File: config.mk
export PLATFORM = sky130hd
export DESIGN_NAME = rbi_divsqrt
export DESIGN_NICKNAME = d
export VERILOG_FILES = /design/src/sv/rbi_pkg.sv /design/src/sv/rbi_divsqrt.sv
export SDC_FILE = /design/constraint.sdc
export NUM_CORES = 1
export LEC_CHECK = 0
export BUFFER_PORTS_ARGS = -buffer_cell sky130_fd_sc_hd__buf_2
export CAP_MARGIN = 20
export CORE_MARGIN = 2
export CORE_UTILIZATION = 55
export CTS_CLUSTER_SIZE = 28
export DETAILED_ROUTE_END_ITERATION = 8
export PLACE_DENSITY_LB_ADDON = 0.3
export SYNTH_ARGS = -nofsm -noshare
export SYNTH_HDL_FRONTEND = slang
export SYNTH_SLANG_ARGS = --single-unit
File: constraint.sdc
create_clock -name clk -period 4.9 [get_ports clk]
set_clock_uncertainty 0.05 [all_clocks]
set_input_delay 0.98 -clock clk [delete_from_list [all_inputs] [get_ports clk]]
set_output_delay 0.98 -clock clk [all_outputs]
set_load 0.02 [all_outputs]
File: src/sv/rbi_pkg.sv
// ----------------------------------------------------------------------------
// rbi_pkg
// Shared types, constants and helpers for the rigid body integrator.
// ----------------------------------------------------------------------------
package rbi_pkg;

    localparam int WORD_WIDTH = 32;
    localparam int FRAC_BITS  = 16;
    localparam int WIDE_WIDTH = 2 * WORD_WIDTH;

    localparam logic signed [WORD_WIDTH-1:0] WORD_MAX = {1'b0, {(WORD_WIDTH-1){1'b1}}};
    localparam logic signed [WORD_WIDTH-1:0] WORD_MIN = {1'b1, {(WORD_WIDTH-1){1'b0}}};

    typedef logic signed [WORD_WIDTH-1:0] word_t;

    typedef enum logic [2:0]
    {
        MODE_STEP   = 3'd0,
        MODE_FORCE  = 3'd1,
        MODE_ACCEL  = 3'd2,
        MODE_IMPULSE = 3'd3,
        MODE_ENERGY = 3'd4
    } mode_t;

    // Saturate a signed wide value to the word.
    function automatic word_t sat_wide(input logic signed [WIDE_WIDTH+1:0] v);
        word_t r;
        if (v > $signed({{(WIDE_WIDTH+2-WORD_WIDTH){1'b0}}, WORD_MAX}))
            r = WORD_MAX;
        else if (v < $signed({{(WIDE_WIDTH+2-WORD_WIDTH){1'b1}}, WORD_MIN}))
            r = WORD_MIN;
        else
            r = v[WORD_WIDTH-1:0];
        return r;
    endfunction

    // Saturating add of two words.
    function automatic word_t sat_add(input word_t a, input word_t b);
        logic signed [WORD_WIDTH:0] s;
        word_t r;
        s = {a[WORD_WIDTH-1], a} + {b[WORD_WIDTH-1], b};
        if (s[WORD_WIDTH] != s[WORD_WIDTH-1])
            r = s[WORD_WIDTH] ? WORD_MIN : WORD_MAX;
        else
            r = s[WORD_WIDTH-1:0];
        return r;
    endfunction

endpackage

File: src/sv/rbi_divsqrt.sv
// ----------------------------------------------------------------------------
// rbi_divsqrt
// Bit-serial divider by mass, and restoring square root, one bit per cycle.
// ----------------------------------------------------------------------------
module rbi_divsqrt
    import rbi_pkg::*;
(
    input  logic                    clk,
    input  logic                    rst_n,
    input  logic                    start,
    input  logic                    is_sqrt,
    input  logic [WIDE_WIDTH+8:0]   num,
    input  logic [30:0]             divisor,
    output logic                    done,
    output logic [WIDE_WIDTH+8:0]   result
);

    localparam int NW = WIDE_WIDTH + 9;
    localparam int CW = $clog2(NW + 1);

    logic [NW-1:0] num_reg;
    logic [NW-1:0] quo_reg;
    logic [NW:0]   rem_reg;
    logic [CW-1:0] cnt_reg;
    logic          busy_reg;
    logic          sqrt_reg;
    logic [30:0]   div_reg;

    logic [NW:0]   rem_shift;
    logic [NW:0]   trial;
    logic          fits;

    // Root digit step takes two numerator bits; divide takes one.
    always_comb
    begin
        if (sqrt_reg)
        begin
            rem_shift = {rem_reg[NW-2:0], num_reg[NW-1:NW-2]};
            trial     = {quo_reg[NW-2:0], 2'b01};
        end
        else
        begin
            rem_shift = {rem_reg[NW-1:0], num_reg[NW-1]};
            trial     = {{(NW-30){1'b0}}, div_reg};
        end
        fits = rem_shift >= trial;
    end

    // Advance one quotient or root bit per cycle.
    always_ff @(posedge clk or negedge rst_n)
    begin
        if (!rst_n)
        begin
            busy_reg <= 1'b0;
            cnt_reg  <= '0;
            done     <= 1'b0;
        end
        else
        begin
            done <= 1'b0;
            if (start)
            begin
                busy_reg <= 1'b1;
                cnt_reg  <= is_sqrt ? CW'(NW / 2) : CW'(NW);
            end
            else if (busy_reg)
            begin
                cnt_reg <= cnt_reg - 1'b1;
                if (cnt_reg == CW'(1))
                begin
                    busy_reg <= 1'b0;
                    done     <= 1'b1;
                end
            end
        end
    end

    // Align the radicand so its bit pairs end at bit zero; its top bit is always clear.
    always_ff @(posedge clk)
    begin
        if (start)
        begin
            num_reg  <= is_sqrt ? {num[NW-2:0], 1'b0} : num;
            quo_reg  <= '0;
            rem_reg  <= '0;
            sqrt_reg <= is_sqrt;
            div_reg  <= divisor;
        end
        else if (busy_reg)
        begin
            num_reg <= sqrt_reg ? {num_reg[NW-3:0], 2'b00} : {num_reg[NW-2:0], 1'b0};
            rem_reg <= fits ? rem_shift - trial : rem_shift;
            quo_reg <= {quo_reg[NW-2:0], fits};
        end
    end

    assign result = quo_reg;

endmodule

==> run metrics <==
CP required 5.31 ns; GR Layer Usage met2 41.3%; cts bufs inserted 28; Core ar. 31300 µm²; adder-cell share of the synthesized area 5.60%; CP max-delay cell a2111o_1; Layout area overhead 13.2%; post-synthesis register bit count 260; fin crit share 90.4%; Port Buffers 181; most frequent cells in the layout nor2_1, a21oi_1, mux2i_1; CP Class flip-flop to flip-flop; delay-heaviest family, CP simple AND/OR/NAND/NOR gates; clk root buf clkbuf_16; # fillers 2632; Simple-Gate Fraction of Synth Area 15.7%; Worst-Skew Late Latency 0.56 ns; Yosys top cell area share 18.2%; DRT Pass-1 Iters 5; busiest grt layer met2; syn_nets 2142; minimum clock period 4.43 ns; Seq/Total Area, Yosys 36.4%; Power Dens Cells 592 nW/µm²; Crit. End Element flip-flop; status finished, final reports clean; Die Wd 182 µm; share of post-route cells with drive strength above 1 17.2%; largest family of logic cells by synthesized area compound AO/OA/AOI/OAI gates; Avg Inst Size Synth 8.86 µm²; EDFF count, synth 105; Storage cell area 6300 µm²; CTS tree built; mapped cell area 17300 µm²; Tightest Hold Check Type input pin to asynchronous set/reset pin; vias in the first global route 14030; die area 32900 µm²; gpl congestion 0.902; post-CTS sizing 0; Most Frequent Cell on Critical Path or3_1; setup_tns 0 ns; area of the multi-input gates 10400 µm²; Compound-Gate Fraction of Synth Area 19.5%; Mapped Cells 1957; initial antenna violation count 0; Fin. Hold Viols 0; r2r setup slk 0.47 ns; worst path cell trace buf_4, mux2_2, ha_1, nand4_1, or3_1, or3_1, a211oi_2, nor3_1, a2111o_1, and2_2, buf_12, or3_1, a311oi_1; RSZ-0062 raised after global routing no; worst slew pin tran 1.10 ns; mux cell area share after synthesis 15.7%; ANT nets after route 0; chip height 182 µm; Slew Limit Headroom 26.7%; total gr overflow 0; Net count, final 2260; slowest stage delay, CP 0.49 ns; Critical Path AT 4.84 ns; maximum clock frequency 0.226 GHz; Critical Path Fanout Max 29; Synth Flop Type dfxtp_1; first-pass GRT wire length 69.1 mm; row cnt 65; clock sinks 260; YS warnings 0; MaxCap Viol Count 0; crit path buf inv count 2; clk slew on worst S/H paths 0.06 ns; Final HPWL DP 29.9 mm; CTS Hold Bufs 0; Distinct cells, synth 64; top cells by area, synth edfxtp_1, dfxtp_1, mux2i_1; n_diodes 0; final setup fails 0; drt via density 6.00; Min Hold Slack 0.216 ns; crit start category flip-flop; Vias 14977; most area-hungry cell type in the Yosys netlist edfxtp_1; Leakage 8.81 nW; commonest non-fill, non-tap cell in the layout nor2_1; DRT iter0 DRCs 1025; H-tree Lvls 1; Total GRT Usage 24.8%; Synth Area in XOR/XNOR 3.28%; total wire length 42.2 mm; GR Layer Usage met3 2.39%; met1 Track Usage GR 34.5%; DRC viols 0; clock buffer depth 3; Max VDD drop 0.378 mV; initial core utilization 55.4%; Avg WL per Cell 16.9 µm; largest net degree at the start of global routing 201; async set-or-reset flop fraction in the synthesized netlist 3.46%; # IOs 182; max-slew violation count 0
## kinds of logic (layout without fill, tap and decap cells)
kind of cell             Yosys count  after routing
AND/OR/NAND/NOR                  603            603
AO/OA/AOI/OAI                    523            523
multiplexers                     263            263
flip-flops                       260            260
buffers and inverters            166            305
adder cells (fa/ha/maj)           77             77
XOR/XNOR                          65             65
## path summary, 6_finish.rpt
path | from | cells past startpoint | endpoint
max | sqrt_reg | 13 | rem_reg[72]
min | rst_n | 1 | done
max reg2reg | sqrt_reg | 13 | rem_reg[72]
min reg2reg | rem_reg[50] | 2 | rem_reg[50]
max in group asynchronous | rst_n | 1 | busy_reg
min in group clk | rem_reg[50] | 2 | rem_reg[50]
## power by group
group | switching [mW] | total, mW | internal, mW
sequential | 0.217 | 2.84 | 2.62
combinational | 3.79 | 6.53 | 2.74
clock | 0.896 | 2.24 | 1.35
## layout make-up
class / count / area share (%)
Sequential cell: 260 / 32.1
Clock buffer: 39 / 4.25
Clock inverter: 12 / 0.791
Tap cell: 402 / 2.56
Multi-Input combinational cell: 1531 / 52.9
Inverter: 28 / 0.536
Timing Repair Buffer: 226 / 6.79
## synth_stat cells (22+ instances only)
master      n
a311oi_1   25
xor2_1     28
nor2b_1    81
a21oi_1   195
mux2_2     72
mux2i_1   191
edfxtp_1  105
ha_1       76
a21o_1     26
dfxtp_1   146
xnor2_1    37
inv_1      27
o21ai_0    67
nor3_1     22
nand3_1    25
clkbuf_1  109
nand4_1    26
nor2_1    209
a211oi_1  107
nand2_1   190
## metrics by stage
stage	total power, mW	std cells	utilization (%)	area [µm²]	worst slack [ns]
2_1_floorplan	7.73	1957	-	17300	0.137
3_3_place_gp	9.16	2444	59.4	18600	0.306
3_5_place_dp	9.25	2444	59.4	18600	0.216
4_1_cts	11.6	2495	62.6	19600	0.196
5_1_grt	12.5	2498	62.7	19600	0.217
6_report	11.6	2498	62.7	19600	0.470
## timing repair
item                       CTS  global route
setup endpoints to repair    0            44
hold endpoints to repair     0             0
buffers inserted             0             3
## routing by layer
| metal | routed length, µm | vias up |
|---|---|---|
| li1 | - | 7428 |
| met1 | 19800 | 7052 |
| met2 | 19100 | 428 |
| met3 | 2260 | 69 |
| met4 | 1030 | 0 |
| met5 | 0 | - |
Note: power is estimated with default switching activity, not from simulation.
